--- src/rtl/fcrc_pkg.sv ---
package fcrc_pkg;

    // Configuration register indexes
    typedef enum logic [0:0] {
        CFG_CHECK_MODE = 1'b0,
        CFG_EXP_LENGTH = 1'b1
    } fcrc_cfg_idx_t;

    // Delimiter bytes that must not appear in a transmitted CRC
    localparam logic [7:0] ESC_OPEN_PAREN = 8'h28;
    localparam logic [7:0] ESC_CR         = 8'h0D;
    localparam logic [7:0] ESC_LF         = 8'h0A;

    localparam logic [7:0] COUNT_MAX      = 8'hFF;
    localparam logic [7:0] TRAILER_BYTES  = 8'd3;

    // Result of one frame
    typedef struct packed {
        logic [15:0] crc_value;
        logic        crc_ok;
        logic        length_ok;
        logic        too_short;
    } fcrc_result_t;

    // Nibble table for polynomial 0x1021
    function automatic logic [15:0] nib_tab(input logic [3:0] idx);
        logic [15:0] val;
        case (idx)
            4'h0: val = 16'h0000;
            4'h1: val = 16'h1021;
            4'h2: val = 16'h2042;
            4'h3: val = 16'h3063;
            4'h4: val = 16'h4084;
            4'h5: val = 16'h50a5;
            4'h6: val = 16'h60c6;
            4'h7: val = 16'h70e7;
            4'h8: val = 16'h8108;
            4'h9: val = 16'h9129;
            4'hA: val = 16'ha14a;
            4'hB: val = 16'hb16b;
            4'hC: val = 16'hc18c;
            4'hD: val = 16'hd1ad;
            4'hE: val = 16'he1ce;
            4'hF: val = 16'hf1ef;
            default: val = 16'h0000;
        endcase
        return val;
    endfunction

    function automatic logic [15:0] crc_nibble(input logic [15:0] c, input logic [3:0] nib);
        return {c[11:0], 4'h0} ^ nib_tab(c[15:12] ^ nib);
    endfunction

    // High nibble first
    function automatic logic [15:0] crc_byte(input logic [15:0] c, input logic [7:0] b);
        return crc_nibble(crc_nibble(c, b[7:4]), b[3:0]);
    endfunction

    function automatic logic [7:0] escape_byte(input logic [7:0] b);
        if (b == ESC_OPEN_PAREN || b == ESC_CR || b == ESC_LF) begin
            return b + 8'd1;
        end
        return b;
    endfunction

endpackage

--- src/rtl/frame_crc16_escaped_check_top.sv ---
// Channel  | Direction | Handshake           | Payload
// s_       | in        | s_valid / s_ready   | s_data_byte[7:0], s_frame_end
// m_       | out       | m_valid / m_ready   | m_crc_value[15:0], m_crc_ok, m_length_ok,
//          |           |                     | m_too_short
// cfg_     | in        | cfg_we (no wait)    | cfg_index[0], cfg_wdata[7:0]
//
// One byte per cycle sustained while results are taken: a byte is held in the input
// register, then the CRC engine (two nibble table steps) updates the frame state.
// A frame result appears on m_ after its last byte has passed the input register and the result register.
// Synchronous active-low reset clears the frame state, configuration and both valids.
// A stalled result only holds back a later frame-end byte and the bytes behind it; bytes before it keep flowing.
module frame_crc16_escaped_check_top
    import fcrc_pkg::*;
(
    input  logic        aclk,
    input  logic        aresetn,
    input  logic        s_valid,
    output logic        s_ready,
    input  logic [7:0]  s_data_byte,
    input  logic        s_frame_end,
    output logic        m_valid,
    input  logic        m_ready,
    output logic [15:0] m_crc_value,
    output logic        m_crc_ok,
    output logic        m_length_ok,
    output logic        m_too_short,
    input  logic        cfg_we,
    input  logic [0:0]  cfg_index,
    input  logic [7:0]  cfg_wdata
);

    logic         check_mode_reg;
    logic [7:0]   exp_len_reg;
    logic         in_valid_reg;
    logic [7:0]   in_byte_reg;
    logic         in_last_reg;
    logic         out_valid_reg;
    fcrc_result_t out_reg;
    fcrc_result_t result;
    logic         out_free;
    logic         advance;

    // Configuration writes
    always_ff @(posedge aclk) begin
        if (!aresetn) begin
            check_mode_reg <= 1'b0;
            exp_len_reg    <= '0;
        end else if (cfg_we) begin
            case (fcrc_cfg_idx_t'(cfg_index))
                CFG_CHECK_MODE: check_mode_reg <= cfg_wdata[0];
                CFG_EXP_LENGTH: exp_len_reg    <= cfg_wdata;
                default: ;
            endcase
        end
    end

    // Advance the held item unless it ends a frame and the result slot is full and not being read
    assign out_free = !out_valid_reg || m_ready;
    assign advance  = in_valid_reg && (!in_last_reg || out_free);
    assign s_ready  = !in_valid_reg || advance;

    // Input register
    always_ff @(posedge aclk) begin
        if (!aresetn) begin
            in_valid_reg <= 1'b0;
        end else if (s_valid && s_ready) begin
            in_valid_reg <= 1'b1;
        end else if (advance) begin
            in_valid_reg <= 1'b0;
        end
    end

    always_ff @(posedge aclk) begin
        if (s_valid && s_ready) begin
            in_byte_reg <= s_data_byte;
            in_last_reg <= s_frame_end;
        end
    end

    fcrc_engine u_engine (
        .aclk            (aclk),
        .aresetn         (aresetn),
        .advance         (advance),
        .data_byte       (in_byte_reg),
        .frame_end       (in_last_reg),
        .check_mode      (check_mode_reg),
        .expected_length (exp_len_reg),
        .result          (result)
    );

    // Result register
    always_ff @(posedge aclk) begin
        if (!aresetn) begin
            out_valid_reg <= 1'b0;
        end else if (advance && in_last_reg) begin
            out_valid_reg <= 1'b1;
        end else if (m_ready) begin
            out_valid_reg <= 1'b0;
        end
    end

    always_ff @(posedge aclk) begin
        if (advance && in_last_reg) begin
            out_reg <= result;
        end
    end

    assign m_valid     = out_valid_reg;
    assign m_crc_value = out_reg.crc_value;
    assign m_crc_ok    = out_reg.crc_ok;
    assign m_length_ok = out_reg.length_ok;
    assign m_too_short = out_reg.too_short;

endmodule

--- src/rtl/fcrc_engine.sv ---
module fcrc_engine
    import fcrc_pkg::*;
(
    input  logic         aclk,
    input  logic         aresetn,
    input  logic         advance,
    input  logic [7:0]   data_byte,
    input  logic         frame_end,
    input  logic         check_mode,
    input  logic [7:0]   expected_length,
    output fcrc_result_t result
);

    logic [15:0] crc_reg, crc_next;
    logic [7:0]  dly0_reg, dly1_reg, dly2_reg;
    logic [7:0]  dly0_next, dly1_next, dly2_next;
    logic [7:0]  count_reg, count_next;

    logic [15:0] crc_upd;
    logic [7:0]  count_inc;
    logic [7:0]  hi_esc, lo_esc;
    logic        short_frame;

    // Fold a byte into the CRC: the input in generate mode, the full delay tail in check mode
    always_comb begin
        if (!check_mode) begin
            crc_upd = crc_byte(crc_reg, data_byte);
        end else if (count_reg >= TRAILER_BYTES) begin
            crc_upd = crc_byte(crc_reg, dly2_reg);
        end else begin
            crc_upd = crc_reg;
        end
        count_inc = (count_reg == COUNT_MAX) ? COUNT_MAX : count_reg + 8'd1;
    end

    // Escape the CRC bytes and build the frame result
    always_comb begin
        hi_esc      = escape_byte(crc_upd[15:8]);
        lo_esc      = escape_byte(crc_upd[7:0]);
        short_frame = count_inc < TRAILER_BYTES;
        result.crc_value = {hi_esc, lo_esc};
        result.too_short = check_mode && short_frame;
        result.crc_ok    = check_mode && !short_frame
                           && hi_esc == dly1_reg && lo_esc == dly0_reg;
        result.length_ok = check_mode && !short_frame
                           && (count_inc - TRAILER_BYTES) == expected_length;
    end

    // Advance state, or clear it at the end of a frame
    always_comb begin
        crc_next   = crc_reg;
        dly0_next  = dly0_reg;
        dly1_next  = dly1_reg;
        dly2_next  = dly2_reg;
        count_next = count_reg;
        if (advance) begin
            if (frame_end) begin
                crc_next   = '0;
                dly0_next  = '0;
                dly1_next  = '0;
                dly2_next  = '0;
                count_next = '0;
            end else begin
                crc_next   = crc_upd;
                dly0_next  = data_byte;
                dly1_next  = dly0_reg;
                dly2_next  = dly1_reg;
                count_next = count_inc;
            end
        end
    end

    always_ff @(posedge aclk) begin
        if (!aresetn) begin
            crc_reg   <= '0;
            dly0_reg  <= '0;
            dly1_reg  <= '0;
            dly2_reg  <= '0;
            count_reg <= '0;
        end else begin
            crc_reg   <= crc_next;
            dly0_reg  <= dly0_next;
            dly1_reg  <= dly1_next;
            dly2_reg  <= dly2_next;
            count_reg <= count_next;
        end
    end

endmodule

--- config.mk ---
export PLATFORM = sky130hd
export DESIGN_NAME = frame_crc16_escaped_check_top
export DESIGN_NICKNAME = d
export VERILOG_FILES = /design/src/rtl/fcrc_pkg.sv /design/src/rtl/frame_crc16_escaped_check_top.sv /design/src/rtl/fcrc_engine.sv
export SDC_FILE = /design/constraint.sdc
export NUM_CORES = 1
export LEC_CHECK = 0
export ABC_AREA = 1
export BUFFER_PORTS_ARGS = -buffer_cell sky130_fd_sc_hd__buf_2
export CAP_MARGIN = 20
export CORE_ASPECT_RATIO = 0.75
export CORE_MARGIN = 1
export CORE_UTILIZATION = 60
export CTS_CLUSTER_DIAMETER = 50
export DETAILED_ROUTE_END_ITERATION = 12
export PLACE_DENSITY = 0.92
export SYNTH_ARGS = -nofsm -noshare
export SYNTH_HDL_FRONTEND = slang
export SYNTH_SLANG_ARGS = --single-unit
export TNS_END_PERCENT = 5
--- constraint.sdc ---
create_clock -name aclk -period 7.87 [get_ports aclk]
set_clock_uncertainty 0.05 [all_clocks]
set_input_delay 2.361 -clock aclk [delete_from_list [all_inputs] [get_ports aclk]]
set_output_delay 2.361 -clock aclk [all_outputs]
set_load 0.01 [all_outputs]
==> results.sh, run 1 <==
export IMPL_crit_slowest_cell="buf_2"
export IMPL_synth_cell_types=39
export IMPL_cp_required_ps=5460
export IMPL_synthSimpleGateAreaFrac=0.363
export IMPL_status="completed"
export IMPL_peakVddDrop_mv=0.194
export IMPL_vias_per_cell=5.63
export IMPL_placedCellCount=889
export IMPL_p_leak_nw=2.47
export IMPL_diodes=0
export IMPL_multi_input_area_sq_um=2760
export IMPL_slew_viol_final=0
export IMPL_fmax_ghz=0.188
export IMPL_fin_crit_ps=5330
export IMPL_drtIter0Drc=475
export IMPL_powerDensity_nw_per_um2=190
export IMPL_fp_dieArea_sq_um=9100
export IMPL_cts_resized=0
export IMPL_crit_fanout=3
export IMPL_cp_end_kind="output port"
export IMPL_path_class="in2out"
export IMPL_start_util=0.619
export IMPL_drive_above_1_share=0.133
export IMPL_dpl_hpwl_um=9570
export IMPL_vias=5094
export IMPL_cts_setup_buffers=0
export IMPL_yosys_most_used_dff="dfxtp_1"
export IMPL_cts_sinks=87
export IMPL_cp_cell_sequence="buf_2, nor2_1, nand3_1, buf_2"
export IMPL_fin_tns_setup_ps=0
export IMPL_cp_slowest_stage_delay_ps=170
export IMPL_port_buffers=43
export IMPL_drc=0
export IMPL_cap_violations=0
export IMPL_ys_ff_latch=87
export IMPL_grt_pass1_vias=4597
export IMPL_n_fill_cell=683
export IMPL_syn_nets=788
export IMPL_crit_arrival_ps=2920
export IMPL_fp_dieW_um=110
export IMPL_cts_made_buffers=9
export IMPL_htreeDepth=3
export IMPL_cpMostUsedCell="buf_2"
export IMPL_num_io_pins=44
export IMPL_yosysTopAreaCellShare=0.226
export IMPL_grt_util_all_layers=0.315
export IMPL_syn_cell_area_sq_um=5230
export IMPL_tritoncts="yes"
export IMPL_yosys_area_share_adder=0.0120
export IMPL_yosysSeqAreaShare=0.387
export IMPL_antenna_found_initial=0
export IMPL_final_cells=905
export IMPL_clk_pin_slew_ps=60
export IMPL_synthCells=760
export IMPL_worst_pin_slew_ps=1050
export IMPL_ys_warn_count=0
export IMPL_finalNetCount=820
export IMPL_core_area_sq_um=8450
export IMPL_regArea_sq_um=2020
export IMPL_holdWs_ps=438
export IMPL_synth_xor_area_frac=0.0567
export IMPL_timing_final_crit_share=0.677
export IMPL_final_common_cell="nand2_1"
export IMPL_ant_nets=0
export IMPL_gp_congestion=0.919
export IMPL_overflow=0
export IMPL_synthArstFlopShare=0
export IMPL_wirelength_um=13500
export IMPL_grt_pass1_wl_um=21900
export IMPL_relSlewSlack=0.302
export IMPL_fp_dieH_um=82.9
export IMPL_synth_compound_area_share=0.0957
export IMPL_hold_class="reg2reg"
export IMPL_finalSetupViolCount=0
export IMPL_insertion_delay_ps=350
export IMPL_synth_edf_count=28
export IMPL_root_buffer="clkbuf_16"
export IMPL_drt_pass1_iterations=7
export IMPL_mostFrequentLayoutCells="nand2_1, inv_1, a21oi_1"
export IMPL_hold_viol=0
export IMPL_ys_top_cells_by_area="dfxtp_1, nand2_1, edfxtp_1"
export IMPL_yosys_area_top_type="dfxtp_1"
export IMPL_grt_max_degree=50
export IMPL_cts_hold_buf=0
export IMPL_synth_mux_area_frac=0
export IMPL_row_count=29
export IMPL_syn2layout_area_growth_pct=9.71
export IMPL_syn_area_per_cell_sq_um=6.88
export IMPL_cts_max_path_buffers=2
export IMPL_wl_per_cell_um=14.9
export IMPL_grt_setup_unrepaired="no"
export IMPL_synth_top_family_by_area="simple AND/OR/NAND/NOR gates"
export IMPL_start_kind="primary input"
==> power by group <==
group / switching, mW / total (mW) / internal (mW)
combinational: 0.139 / 0.201 / 0.0624
clock: 0.169 / 0.391 / 0.222
sequential: 0.0144 / 0.497 / 0.482
==> critical path: cells and delay by family <==
kind | cells | cell delay, ps
simple gates | 2 | 300
buf+inv | 2 | 260
==> kinds of logic after synthesis <==
| kind of cell | count (synthesis) |
|---|---|
| XOR/XNOR | 30 |
| adder cells (fa/ha/maj) | 5 |
| AO/OA/AOI/OAI | 96 |
| buffers and inverters | 110 |
| flip-flops | 87 |
| AND/OR/NAND/NOR | 432 |
==> cell usage after synthesis, types with 3 or more instances <==
cell	count
a21oi_1	69
a21oi_2	3
buf_4	3
buf_6	3
clkbuf_1	14
dfxtp_1	59
edfxtp_1	28
ha_1	5
inv_1	76
inv_2	8
nand2_1	276
nand2_2	10
nand2_4	6
nand3_1	62
nand3_2	4
nand4_1	13
nor2_1	45
nor2_2	4
nor2_4	3
o21ai_0	20
xnor2_1	12
xor2_1	15
==> metrics by stage <==
step / setup slack, ps / util / area (sq um) / power [mW]
after floorplan: 2800 / - / 5230 / 0.649
after global placement: 2530 / 0.647 / 5470 / 0.691
after detailed placement: 2530 / 0.647 / 5470 / 0.700
after CTS: 2530 / 0.679 / 5740 / 1.09
after global routing: 2460 / 0.679 / 5740 / 1.13
final: 2540 / 0.679 / 5740 / 1.09
==> final cells by class <==
| cell class | instances | share of cell area |
|---|---|---|
| clock buffer | 14 | 0.0443 |
| clock inverter | 2 | 0.00174 |
| inverter | 85 | 0.0558 |
| multi-input combinational | 563 | 0.481 |
| sequential | 87 | 0.352 |
| tap | 108 | 0.0236 |
| timing repair buffer | 46 | 0.0414 |
==> path summary, 6_finish.rpt <==
| path | from | slack [ps] | to | cells past startpoint |
|---|---|---|---|---|
| max | m_ready | 2540 | s_ready | 4 |
| min | u_engine.dly2_reg[3]$_SDFFE_PN0P_ | 440 | u_engine.dly2_reg[3]$_SDFFE_PN0P_ | 2 |
| max reg2reg | u_engine.count_reg[0]$_SDFFE_PN0P_ | 4530 | m_crc_ok$_DFFE_PP_ | 19 |
| min reg2reg | u_engine.dly2_reg[3]$_SDFFE_PN0P_ | 440 | u_engine.dly2_reg[3]$_SDFFE_PN0P_ | 2 |
==> per-layer routing <==
metal | wire, um | track usage
met1 | 5520 | 0.435
met3 | 1630 | 0.0746
met4 | 383 | 0.118
met5 | 0 | 0
met2 | 5920 | 0.476
Power figures use the tool's default switching activity.
==> run 2: changes to the inputs <==
--- a/config.mk
+++ b/config.mk
@@ -10,10 +10,10 @@
 export CAP_MARGIN = 20
 export CORE_ASPECT_RATIO = 0.75
 export CORE_MARGIN = 1
-export CORE_UTILIZATION = 60
+export CORE_UTILIZATION = 55
 export CTS_CLUSTER_DIAMETER = 50
 export DETAILED_ROUTE_END_ITERATION = 12
-export PLACE_DENSITY = 0.92
+export PLACE_DENSITY = 0.89
 export SYNTH_ARGS = -nofsm -noshare
 export SYNTH_HDL_FRONTEND = slang
 export SYNTH_SLANG_ARGS = --single-unit
==> constraint.sdc (replaced) <==
create_clock -name aclk -period 4.7 [get_ports aclk]
set_clock_uncertainty 0.05 [all_clocks]
set_input_delay 1.41 -clock aclk [delete_from_list [all_inputs] [get_ports aclk]]
set_output_delay 1.41 -clock aclk [all_outputs]
set_load 0.01 [all_outputs]
==> results.sh, run 2 (synthesized netlist as in run 1, its figures left out) <==
export IMPL_p_comb_frac=0.179
export IMPL_path_class="in2out"
export IMPL_cts_hold_buf=0
export IMPL_num_io_pins=44
export IMPL_cp_end_kind="output port"
export IMPL_min_from="exp_len_reg[6]$_SDFFE_PN0P_"
export IMPL_syn2layout_area_growth_pct=11.2
export IMPL_cts_setup_buffers=0
export IMPL_fin_tns_setup_ps=0
export IMPL_slew_viol_final=0
export IMPL_n_fill_cell=815
export IMPL_final_common_cell="nand2_1"
export IMPL_p_int_mw=1.33
export IMPL_cts_made_buffers=9
export IMPL_drc=0
export IMPL_tritoncts="yes"
export IMPL_p_sw_frac=0.293
export IMPL_diodes=0
export IMPL_root_buffer="clkbuf_16"
export IMPL_fin_crit_ps=3420
export IMPL_clkPwrFrac=0.377
export IMPL_antenna_found_initial=0
export IMPL_status="completed"
export IMPL_drt_pass1_iterations=5
export IMPL_gp_congestion=0.909
export IMPL_startpoint="m_ready"
export IMPL_post_route_util=0.638
export IMPL_ant_nets=0
export IMPL_row_count=30
export IMPL_fp_dieH_um=86.5
export IMPL_timing_final_crit_share=0.728
export IMPL_crit_fanout=3
export IMPL_grt_pass1_wl_um=20500
export IMPL_htreeDepth=3
export IMPL_cp_required_ps=3240
export IMPL_pwr_share_seq=0.444
export IMPL_drtIter0Drc=490
export IMPL_cp_cell_sequence="buf_2, nor2_1, nand3_1, buf_2"
export IMPL_relSlewSlack=0.404
export IMPL_post_place_ws_ps=1280
export IMPL_grt_setup_unrepaired="no"
export IMPL_cap_violations=0
export IMPL_drive_above_1_share=0.137
export IMPL_fp_dieW_um=115
export IMPL_fp_dieArea_sq_um=9910
export IMPL_peakVddDrop_mv=0.221
export IMPL_setup_ws_ps=1280
export IMPL_cts_sinks=87
export IMPL_cpMostUsedCell="buf_2"
export IMPL_powerDensity_nw_per_um2=322
export IMPL_grt_pass1_vias=4183
export IMPL_grt_util_all_layers=0.271
export IMPL_fmax_ghz=0.292
export IMPL_crit_arrival_ps=1960
export IMPL_finalSetupViolCount=0
export IMPL_wirelength_um=12900
export IMPL_cts_resized=0
export IMPL_insertion_delay_ps=340
export IMPL_grt_max_degree=49
export IMPL_wl_per_cell_um=13.9
export IMPL_dpl_hpwl_um=9230
export IMPL_start_kind="primary input"
export IMPL_worst_pin_slew_ps=894
export IMPL_cts_max_path_buffers=2
export IMPL_core_area_sq_um=9120
export IMPL_hold_class="reg2reg"
export IMPL_switchingPower_mw=0.548
export IMPL_vias=4999
export IMPL_clk_pin_slew_ps=60
export IMPL_reg2reg_from="u_engine.count_reg[0]$_SDFFE_PN0P_"
export IMPL_finalNetCount=821
export IMPL_overflow=0
export IMPL_holdWs_ps=434
export IMPL_port_buffers=43
export IMPL_mostFrequentLayoutCells="nand2_1, inv_1, a21oi_1"
export IMPL_vias_per_cell=5.40
export IMPL_hold_viol=0
export IMPL_start_util=0.573
export IMPL_crit_slowest_cell="buf_2"
export IMPL_cp_slowest_stage_delay_ps=170
export IMPL_p_leak_nw=2.48
==> run 2: cell count changes in the layout (fill, tap and decap cells not counted), sizes merged <==
cell | previous run | this run
clkinvlp | 0 | 2
buf | 46 | 47
bufinv | 0 | 1
clkbuf | 14 | 11
==> run 2: final timing paths <==
kind	to	slack (ps)	cells past startpoint
min	exp_len_reg[6]$_SDFFE_PN0P_	430	2
max reg2reg	m_crc_ok$_DFFE_PP_	1500	21
min reg2reg	exp_len_reg[6]$_SDFFE_PN0P_	430	2
max	s_ready	1280	4
==> run 2: through the flow <==
stage / total power, mW / cells / area [sq um]
after global routing: 1.95 / 926 / 5820
after global placement: 1.16 / 909 / 5500
after floorplan: 1.09 / 760 / 5230
after CTS: 1.87 / 925 / 5800
after detailed placement: 1.17 / 909 / 5500
final: 1.87 / 926 / 5820
==> run 2: worst max-delay path: cells and delay by family <==
family | cells | cell delay, ps
buffers and inverters | 2 | 270
AND/OR/NAND/NOR | 2 | 290
==> run 2: area by class of cell <==
cell class / instances / area [sq um] / area share
inverters: 85 / 320 / 0.0551
flip-flops and latches: 87 / 2020 / 0.348
multi-input cells: 563 / 2760 / 0.475
repair buffers: 47 / 258 / 0.0443
clock buffers: 11 / 233 / 0.0400
well taps: 128 / 160 / 0.0275
clock inverters: 5 / 58.8 / 0.0101
==> run 2: routing by layer <==
metal  routed length (um)  vias up  track usage
li1                     -     2480            -
met1                 6020     2262        0.391
met2                 5440      237        0.406
met3                 1280       20       0.0636
met4                  178        0       0.0708
met5                    0        -            0
==> run 2: power by group through the flow <==
| stage | Sequential, mW | Clock [mW] | Combinational (mW) |
|---|---|---|---|
| final | 0.832 | 0.707 | 0.335 |
| after floorplan | 0.842 | 0 | 0.244 |
| after CTS | 0.831 | 0.717 | 0.326 |
| after global routing | 0.834 | 0.743 | 0.371 |
| after detailed placement | 0.847 | 0 | 0.324 |
| after global placement | 0.846 | 0 | 0.316 |
==> run 3: changes to the inputs <==
--- a/config.mk
+++ b/config.mk
@@ -10,10 +10,10 @@
 export CAP_MARGIN = 20
 export CORE_ASPECT_RATIO = 0.75
 export CORE_MARGIN = 1
-export CORE_UTILIZATION = 55
+export CORE_UTILIZATION = 60
 export CTS_CLUSTER_DIAMETER = 50
 export DETAILED_ROUTE_END_ITERATION = 12
-export PLACE_DENSITY = 0.89
+export PLACE_DENSITY = 0.92
 export SYNTH_ARGS = -nofsm -noshare
 export SYNTH_HDL_FRONTEND = slang
 export SYNTH_SLANG_ARGS = --single-unit
==> constraint.sdc (replaced) <==
create_clock -name aclk -period 3.5 [get_ports aclk]
set_clock_uncertainty 0.05 [all_clocks]
set_input_delay 1.05 -clock aclk [delete_from_list [all_inputs] [get_ports aclk]]
set_output_delay 1.05 -clock aclk [all_outputs]
set_load 0.01 [all_outputs]
==> results.sh, run 3 (synthesized netlist as in run 1, its figures left out) <==
export IMPL_status="completed"
export IMPL_wirelength_um=13600
export IMPL_row_count=29
export IMPL_clk_pin_slew_ps=60
export IMPL_holdWs_ps=442
export IMPL_holdPathEnd="u_engine.dly2_reg[2]$_SDFFE_PN0P_"
export IMPL_cp_cell_sequence="ha_1, inv_1, nand3_1, nor2_4, a21oi_1, o21ai_0, nand2_1, inv_1, ha_1, inv_1, nand2_1, nand2_1, nand2_4, nand3_4, nand2_1, nand2_1, nand2_1, nand4_1, nor2_1, nand4_1, nor2_1"
export IMPL_cp_required_ps=3650
export IMPL_dpl_hpwl_um=9930
export IMPL_placed_cell_area_sq_um=5490
export IMPL_insertion_delay_ps=340
export IMPL_cts_made_buffers=9
export IMPL_grt_setup_unrepaired="no"
export IMPL_num_io_pins=44
export IMPL_final_cells=907
export IMPL_setup_ws_ps=577
export IMPL_relSlewSlack=0.372
export IMPL_fin_tns_setup_ps=0
export IMPL_slew_viol_final=0
export IMPL_cpMostUsedCell="nand2_1"
export IMPL_post_route_util=0.681
export IMPL_cts_hold_buf=0
export IMPL_whs_path_depth=2
export IMPL_drive_above_1_share=0.136
export IMPL_grt_pass1_vias=4500
export IMPL_cp_slowest_stage_delay_ps=330
export IMPL_peakVddDrop_mv=0.425
export IMPL_root_buffer="clkbuf_16"
export IMPL_final_common_cell="nand2_1"
export IMPL_grt_util_all_layers=0.316
export IMPL_min_from="u_engine.dly2_reg[2]$_SDFFE_PN0P_"
export IMPL_finalSetupViolCount=0
export IMPL_diodes=0
export IMPL_crit_family="simple AND/OR/NAND/NOR gates"
export IMPL_drtIter0Drc=534
export IMPL_gp_congestion=0.955
export IMPL_cts_max_path_buffers=2
export IMPL_powerDensity_nw_per_um2=426
export IMPL_wl_per_cell_um=15.0
export IMPL_fp_dieW_um=110
export IMPL_mostFrequentLayoutCells="nand2_1, inv_1, a21oi_1"
export IMPL_vias=5043
export IMPL_crit_arrival_ps=3080
export IMPL_finalNetCount=822
export IMPL_syn2layout_area_growth_pct=10.1
export IMPL_reg2reg_to="m_crc_ok$_DFFE_PP_"
export IMPL_placedCellCount=891
export IMPL_grt_pass1_wl_um=21800
export IMPL_cp_end_kind="flip-flop"
export IMPL_core_area_sq_um=8450
export IMPL_post_place_ws_ps=629
export IMPL_reg2reg_depth=21
export IMPL_start_util=0.619
export IMPL_fp_dieArea_sq_um=9100
export IMPL_antenna_found_initial=0
export IMPL_fmax_ghz=0.342
export IMPL_worst_pin_slew_ps=941
export IMPL_path_class="reg2reg"
export IMPL_hold_class="reg2reg"
export IMPL_start_kind="flip-flop"
export IMPL_hold_viol=0
export IMPL_tritoncts="yes"
export IMPL_reg2reg_from="u_engine.count_reg[0]$_SDFFE_PN0P_"
export IMPL_drt_pass1_iterations=5
export IMPL_fin_crit_ps=2920
export IMPL_ant_nets=0
export IMPL_overflow=0
export IMPL_cts_resized=0
export IMPL_critPathBufInv=3
export IMPL_power_mw=2.45
export IMPL_vias_per_cell=5.56
export IMPL_cap_violations=0
export IMPL_design_area_sq_um=5760
export IMPL_crit_slowest_cell="dfxtp_1"
export IMPL_drc=0
export IMPL_fp_dieH_um=82.9
export IMPL_timing_final_crit_share=0.835
export IMPL_crit_fanout=11
export IMPL_grt_max_degree=50
export IMPL_port_buffers=43
export IMPL_htreeDepth=3
export IMPL_cts_setup_buffers=0
export IMPL_r2r_slack_ps=580
export IMPL_p_leak_nw=2.48
export IMPL_cts_sinks=87
[run 3: routing by layer]
metal  wire length (um)  GRT usage
met1               6060      0.464
met2               5940      0.466
met3               1400     0.0754
met4                206     0.0727
met5                  0          0
[run 3: worst max-delay path by stage]
stage | from | to | cells after the start
2_1_floorplan | u_engine.count_reg[0]$_SDFFE_PN0P_ | m_crc_ok$_DFFE_PP_ | 20
3_3_place_gp | u_engine.count_reg[0]$_SDFFE_PN0P_ | m_crc_ok$_DFFE_PP_ | 21
3_5_place_dp | u_engine.count_reg[0]$_SDFFE_PN0P_ | m_crc_ok$_DFFE_PP_ | 21
4_1_cts | u_engine.count_reg[0]$_SDFFE_PN0P_ | m_crc_ok$_DFFE_PP_ | 21
5_1_grt | u_engine.count_reg[0]$_SDFFE_PN0P_ | m_crc_ok$_DFFE_PP_ | 21
6_report | u_engine.count_reg[0]$_SDFFE_PN0P_ | m_crc_ok$_DFFE_PP_ | 21
[run 3: power breakdown]
group	total (mW)	internal [mW]	switching, mW
registers	1.12	1.08	0.0322
clock network	0.881	0.496	0.385
logic	0.454	0.141	0.312
total	2.45	1.72	0.729
[run 3: worst min-delay path: stages, from the launching register on]
cell and delay (ps):
dfxtp_1 320, nand2_1 70, a21oi_1 60
[run 3: cell type report]
| cell class | count | area [sq um] |
|---|---|---|
| clock buffer | 12 | 246 |
| clock inverter | 4 | 21.3 |
| fill | 734 | 2700 |
| inverter | 85 | 320 |
| multi-input combinational | 563 | 2760 |
| sequential | 87 | 2020 |
| tap | 108 | 135 |
| timing repair buffer | 48 | 253 |
